`src/pbss_pkg.sv`:
```
package pbss_pkg;

  localparam int HIST_DEPTH = 64;
  localparam int VOL_WINDOW = 20;
  localparam int HIST_AW    = $clog2(HIST_DEPTH);
  localparam int HELD_W     = $clog2(HIST_DEPTH + 1);

  localparam int PER_W   = 6;
  localparam int SCORE_W = 15;
  localparam int CFG_IW  = 3;
  localparam int CFG_DW  = 16;

  localparam int VSUM_W = 32 + $clog2(VOL_WINDOW + 1);
  localparam int LHS_W  = 32 + $clog2(VOL_WINDOW * 256 + 1);
  localparam int RHS_W  = 16 + VSUM_W;
  localparam int CSUM_W = 32 + PER_W;
  localparam int PROD_W = CSUM_W + PER_W;
  localparam int NUM_W  = 64;
  localparam int DEN_W  = 48;
  localparam int Q_W    = 16;

  localparam logic [SCORE_W-1:0] SCORE_MAX = 15'd25600;
  localparam logic [SCORE_W-1:0] BO_BASE   = 15'd15360;
  localparam logic [SCORE_W-1:0] SP_BASE   = 15'd12800;
  localparam logic [SCORE_W-1:0] CR_BASE   = 15'd14080;
  localparam int BO_GAIN = 10240;
  localparam int SP_GAIN = 5;
  localparam int CR_GAIN = 128000;

  localparam logic [1:0] SIG_BREAKOUT = 2'd0;
  localparam logic [1:0] SIG_SPIKE    = 2'd1;
  localparam logic [1:0] SIG_CROSS    = 2'd2;

  localparam logic [CFG_IW-1:0] CFG_BO_PERIOD   = 3'd0;
  localparam logic [CFG_IW-1:0] CFG_FAST_PERIOD = 3'd1;
  localparam logic [CFG_IW-1:0] CFG_SLOW_PERIOD = 3'd2;
  localparam logic [CFG_IW-1:0] CFG_SPIKE_MULT  = 3'd3;
  localparam logic [CFG_IW-1:0] CFG_MIN_SCORE   = 3'd4;
  localparam logic [CFG_IW-1:0] CFG_ENABLE      = 3'd5;

  typedef enum logic [1:0] {WM_BO, WM_SP, WM_CR} walk_mode_t;
  typedef enum logic [1:0] {DS_BO, DS_SP1, DS_SP2, DS_CR} div_sel_t;
  typedef enum logic [2:0] {FIN_NONE, FIN_BO, FIN_SP1, FIN_SP2, FIN_CR} fin_t;

  typedef struct packed {
    logic [31:0] high;
    logic [31:0] low;
    logic [31:0] close;
    logic [31:0] vol;
  } bar_t;

  typedef struct packed {
    logic               cap;
    logic               bar_wr;
    logic               rd_en;
    logic [HIST_AW-1:0] rd_k;
    walk_mode_t         mode;
    logic               div_start;
    div_sel_t           div_sel;
    fin_t               fin;
    logic               out_load;
    logic [1:0]         out_pos;
  } cmd_t;

  typedef struct packed {
    logic               bo_ok;
    logic               sp_ok;
    logic               cr_ok;
    logic [2:0]         en;
    logic [HIST_AW-1:0] bo_kend;
    logic [HIST_AW-1:0] cr_kend;
    logic               bo_hit;
    logic               bo_span;
    logic               sp_hit;
    logic               cr_hit;
    logic               div_busy;
    logic [1:0]         n_pass;
  } stat_t;

endpackage

```
`src/pbss_ctrl.sv`:
```
module pbss_ctrl (
  input  logic             clk,
  input  logic             rst_n,
  input  logic             in_valid,
  input  logic             in_action,
  output logic             in_ready,
  output logic             out_valid,
  input  logic             out_ready,
  input  pbss_pkg::stat_t  stat,
  output pbss_pkg::cmd_t   cmd
);

  localparam int AW = pbss_pkg::HIST_AW;

  typedef enum logic [4:0] {
    S_IDLE, S_BO_START, S_SP_START, S_CR_START, S_WALK, S_DRAIN,
    S_BO_EVAL, S_BO_DIV, S_SP_MUL, S_SP_CMP, S_SP_DIV1, S_SP_DIV2,
    S_CR_MUL, S_CR_CMP, S_CR_DIV, S_EMIT, S_OUT
  } state_t;

  state_t               state_r, state_nxt;
  logic [AW-1:0]        k_r, k_nxt, kend_r, kend_nxt;
  pbss_pkg::walk_mode_t mode_r, mode_nxt;
  logic [1:0]           pos_r, pos_nxt;
  logic                 out_valid_r, out_valid_nxt;
  logic                 accept;

  assign in_ready  = (state_r == S_IDLE);
  assign out_valid = out_valid_r;
  assign accept    = in_valid && in_ready;

  always_comb begin
    state_nxt     = state_r;
    k_nxt         = k_r;
    kend_nxt      = kend_r;
    mode_nxt      = mode_r;
    pos_nxt       = pos_r;
    out_valid_nxt = out_valid_r;
    cmd           = '0;
    cmd.rd_k      = k_r;
    cmd.mode      = mode_r;
    cmd.div_sel   = pbss_pkg::DS_BO;
    cmd.fin       = pbss_pkg::FIN_NONE;
    cmd.out_pos   = pos_r;
    case (state_r)
      S_IDLE: begin
        cmd.cap    = accept && in_action;
        cmd.bar_wr = accept && !in_action;
        if (accept && in_action) state_nxt = S_BO_START;
      end
      S_BO_START: begin
        if (stat.en[0] && stat.bo_ok) begin
          k_nxt     = AW'(1);
          kend_nxt  = stat.bo_kend;
          mode_nxt  = pbss_pkg::WM_BO;
          state_nxt = S_WALK;
        end else begin
          state_nxt = S_SP_START;
        end
      end
      S_SP_START: begin
        if (stat.en[1] && stat.sp_ok) begin
          k_nxt     = '0;
          kend_nxt  = AW'(pbss_pkg::VOL_WINDOW - 1);
          mode_nxt  = pbss_pkg::WM_SP;
          state_nxt = S_WALK;
        end else begin
          state_nxt = S_CR_START;
        end
      end
      S_CR_START: begin
        if (stat.en[2] && stat.cr_ok) begin
          k_nxt     = '0;
          kend_nxt  = stat.cr_kend;
          mode_nxt  = pbss_pkg::WM_CR;
          state_nxt = S_WALK;
        end else begin
          state_nxt = S_EMIT;
        end
      end
      S_WALK: begin
        cmd.rd_en = 1'b1;
        if (k_r == kend_r) begin
          state_nxt = S_DRAIN;
        end else begin
          k_nxt = k_r + 1'b1;
        end
      end
      S_DRAIN: begin
        case (mode_r)
          pbss_pkg::WM_BO: state_nxt = S_BO_EVAL;
          pbss_pkg::WM_SP: state_nxt = S_SP_MUL;
          default:         state_nxt = S_CR_MUL;
        endcase
      end
      S_BO_EVAL: begin
        if (!stat.bo_hit) begin
          state_nxt = S_SP_START;
        end else if (stat.bo_span) begin
          cmd.div_start = 1'b1;
          state_nxt     = S_BO_DIV;
        end else begin
          cmd.fin   = pbss_pkg::FIN_BO;
          state_nxt = S_SP_START;
        end
      end
      S_BO_DIV: begin
        if (!stat.div_busy) begin
          cmd.fin   = pbss_pkg::FIN_BO;
          state_nxt = S_SP_START;
        end
      end
      S_SP_MUL: state_nxt = S_SP_CMP;
      S_SP_CMP: begin
        cmd.div_sel = pbss_pkg::DS_SP1;
        if (stat.sp_hit) begin
          cmd.div_start = 1'b1;
          state_nxt     = S_SP_DIV1;
        end else begin
          state_nxt = S_CR_START;
        end
      end
      S_SP_DIV1: begin
        cmd.div_sel = pbss_pkg::DS_SP2;
        if (!stat.div_busy) begin
          cmd.fin       = pbss_pkg::FIN_SP1;
          cmd.div_start = 1'b1;
          state_nxt     = S_SP_DIV2;
        end
      end
      S_SP_DIV2: begin
        if (!stat.div_busy) begin
          cmd.fin   = pbss_pkg::FIN_SP2;
          state_nxt = S_CR_START;
        end
      end
      S_CR_MUL: state_nxt = S_CR_CMP;
      S_CR_CMP: begin
        cmd.div_sel = pbss_pkg::DS_CR;
        if (stat.cr_hit) begin
          cmd.div_start = 1'b1;
          state_nxt     = S_CR_DIV;
        end else begin
          state_nxt = S_EMIT;
        end
      end
      S_CR_DIV: begin
        if (!stat.div_busy) begin
          cmd.fin   = pbss_pkg::FIN_CR;
          state_nxt = S_EMIT;
        end
      end
      S_EMIT: begin
        if (stat.n_pass == 2'd0) begin
          state_nxt = S_IDLE;
        end else begin
          cmd.out_load  = 1'b1;
          cmd.out_pos   = 2'd0;
          pos_nxt       = 2'd0;
          out_valid_nxt = 1'b1;
          state_nxt     = S_OUT;
        end
      end
      S_OUT: begin
        if (out_ready) begin
          if (pos_r == stat.n_pass - 2'd1) begin
            out_valid_nxt = 1'b0;
            state_nxt     = S_IDLE;
          end else begin
            pos_nxt      = pos_r + 2'd1;
            cmd.out_load = 1'b1;
            cmd.out_pos  = pos_r + 2'd1;
          end
        end
      end
      default: state_nxt = S_IDLE;
    endcase
  end

  always_ff @(posedge clk) begin
    if (!rst_n) begin
      state_r     <= S_IDLE;
      k_r         <= '0;
      kend_r      <= '0;
      mode_r      <= pbss_pkg::WM_BO;
      pos_r       <= '0;
      out_valid_r <= 1'b0;
    end else begin
      state_r     <= state_nxt;
      k_r         <= k_nxt;
      kend_r      <= kend_nxt;
      mode_r      <= mode_nxt;
      pos_r       <= pos_nxt;
      out_valid_r <= out_valid_nxt;
    end
  end

endmodule

```
`config.mk`:
```
export PLATFORM = sky130hd
export DESIGN_NAME = pbss_ctrl
export DESIGN_NICKNAME = d
export VERILOG_FILES = /design/src/pbss_pkg.sv /design/src/pbss_ctrl.sv
export SDC_FILE = /design/constraint.sdc
export NUM_CORES = 1
export LEC_CHECK = 0
export ABC_AREA = 1
export BUFFER_PORTS_ARGS = -buffer_cell sky130_fd_sc_hd__buf_2
export CAP_MARGIN = 20
export CORE_AREA = 2 2 68 70
export CTS_BUF_LIST = sky130_fd_sc_hd__clkbuf_4
export DETAILED_ROUTE_END_ITERATION = 10
export DIE_AREA = 0 0 70 72
export SLEW_MARGIN = 20
export SYNTH_ARGS = -nofsm -noshare
export SYNTH_HDL_FRONTEND = slang
export SYNTH_SLANG_ARGS = --single-unit
```
`constraint.sdc`:
```
create_clock -name clk -period 2.1 [get_ports clk]
set_clock_uncertainty 0.15 [all_clocks]
set_input_delay 0.21 -clock clk [delete_from_list [all_inputs] [get_ports clk]]
set_output_delay 0.21 -clock clk [all_outputs]
set_load 0.005 [all_outputs]
```
==> metrics.csv <==
metric,value,unit
synth warn,0,
Unique masters post-synth,32,
Yosys top cell by area,dfxtp_1,
pin count of the biggest net entering global routing,15,
Setup-failing EPs final,0,
Place WS,325.6,ps
Final ANT Viol Nets,0,
Final TNS setup,0,ps
final-stage net count,366,
Layout area overhead,23.46,%
Sw Pwr,921.2,µW
Clock power frac,0.101,
Reg2Reg Capture Point,state_r[2],
# diodes,0,
Crit path buffers/inverters,2,
CP Capture Type,output pin,
CTS Root Cell,clkbuf_4,
placed cells,378,
"Arr. time, crit path",1600,ps
Crit Path Class,reg -> out,
DRC Markers,0,
"commonest non-fill, non-tap cells in the layout","nand2_1 (81), buf_2 (51), inv_1 (39)",
Slew headroom,0.7050,
final worst path period need,1956,ps
crit path max fanout,6,
post-synthesis sequential area ratio,0.2673,
DR iter-0 viols,135,
Crit path required time,1740,ps
Post-Syn Area,1648,µm²
PortBufs,51,
fmax,511.3,MHz
maxcap violations,0,
Synth area leaders,"dfxtp_1 (27%), nand2_1 (18%), inv_1 (9.3%), nor2_1 (7.1%), a21oi_1 (5.8%)",
Worst Hold Path EP,kend_r[2],
drt total wl,4238,µm
die height,72,µm
total congestion overflow,0,
Pint,981.8,µW
Global Route met3 Usage,0.03611,
vias in the first global route,1593,
crit start category,register,
layout cells sized above 1,0.2681,
Syn Area/Cell,5.992,µm²
final hold vios,0,
fin crit share,0.9313,
Setup WS post-layout,144.2,ps
H-tree depth,1,
First-pass DRT Iterations,4,
Logic pwr share,0.582,
Post-Synthesis Net Count,307,
I/O Pins,52,
non-filler instance count after layout,384,
Worst-Margin Slew,442.0,ps
clk buf depth,2,
max-slew violation count,0,
Max stage delay on crit path,410,ps
"delay-heaviest family, CP",simple AND/OR/NAND/NOR gates,
power per cell area,935.4,nW/µm²
HPWL after detailed placement,3411,µm
area of the core,4264,µm²
slack of the worst reg-to-reg path,430,ps
gp weighted congestion,0.9050,
via count,1849,
die footprint,5040,µm²
Initial Utilization,0.3864,
Hold Path Stages,3,
HP Start,stat[15],
sequential fraction of design power,0.317,
Mapped Cells,275,
Leakage,0.0009967,µW
Die W,70,µm
R2R Path Start,state_r[3],
Yosys top cell area share,0.2673,
TritonCTS clock tree,built,
row cnt,24,
VDD IR-drop max,414.2,µV
clock sinks,22,
Critical-path top delay cell,dfxtp_2,
worst r2r path cells,7,
first-pass GRT wire length,7051,µm
clock latency on the worst-skew pair,310,ps
drt wl/cell,11.04,µm
"most common cell after layout, fill and taps aside",nand2_1,
RSZ-0062 raised after global routing,no,
Clock Pin Slew Worst Setup and Hold Paths,120,ps
M1 GR Usage,0.2300,
total CTS buffers,3,
gr busiest metal,met2,
grt met2 use,0.2910,
critical-path cell list,inv_1 -> nor2_4 -> nand3b_1 -> nand2_2 -> nand3_1 -> o21ai_2 -> buf_2,
outcome,"complete, no violations",
number of synthesized register bits,22,
DR vias/cell,4.815,
Hold Crit Class,in -> reg,
overall track demand over capacity in global routing,0.1712,
Sw Share,0.4841,
initial antenna violation count,0,
[area by class of cell]
type	instances	area [µm²]
tap	52	65.06
timing repair buffer	56	300.3
fill	463	2230
inverter	47	181.4
sequential	22	446.7
clock buffer	3	22.52
multi-input combinational	204	1018
[cell families (layout without fill, tap and decap cells)]
group | count (synthesis) | after routing | share of synthesized area
compound gates | 49 | 49 | 0.1739
buf+inv | 49 | 106 | 0.1177
flops | 22 | 22 | 0.2673
fa+ha+maj | 2 | 2 | 0.01518
simple gates | 153 | 153 | 0.4260
[tightest hold or removal path, cell delays in order]
cell     delay (ps)
buf_2           100
nand2_1          50
a31oi_1          80
[how the worst max path moves through the flow]
stage / depth (start not counted) / endpoint / start
3_5_place_dp: 12 / cmd[0] / stat[0]
5_1_grt: 7 / cmd[0] / state_r[1]
4_1_cts: 7 / cmd[0] / state_r[2]
2_1_floorplan: 9 / cmd[0] / stat[0]
3_3_place_gp: 11 / cmd[0] / stat[0]
6_report: 7 / cmd[0] / state_r[2]
[metrics by stage]
stage                 util  area, µm²  total power [µW]  hold slack [ps]
finish              0.4771       2034              1903            9.561
CTS                 0.4739       2021              1888            2.784
floorplan                -       1648              1422            180.4
detailed placement  0.4616       1968              1688            315.3
global placement    0.4616       1968              1692            320.1
global route        0.4771       2034              2113            24.68
[synthesized netlist by cell type (all sizes together)]
cell,number
nor3b,1
o21ai,16
nand4,3
nand2,88
buf,1
o211ai,3
nand3b,1
nor2,41
a31oi,3
a22o,1
ha,2
a211oi,1
a221oi,1
o22ai,3
dfxtp,22
nand3,15
o311ai,1
inv,47
clkbuf,1
a21oi,19
nor4,1
o2111ai,1
nor3,3
[timing repair]
item	4_1_cts	5_1_grt
resized for setup	0	9
setup endpoints to repair	0	3
endpoints found under the hold margin	2	0
hold buffers	3	0
setup buffers	0	0
[layer usage]
metal	wire length, µm	vias up
met2	1967	64
met3	290	2
li1	-	1000
met4	18	0
met5	0	-
met1	1962	783
[flip-flops by register name, indices dropped and copies added, names as in the netlist]
register and flops:
k_r 6, kend_r 6, state_r 5, mode_r 2, pos_r 2, out_valid 1
[power by group through the flow]
stage          Combinational [µW]  Sequential [µW]  Clock [µW]
2_1_floorplan                 844              577           0
3_3_place_gp                 1100              595           0
3_5_place_dp                 1090              597           0
4_1_cts                      1100              588         200
5_1_grt                      1270              618         228
6_report                     1110              603         193
Power figures use the tool's default switching activity.
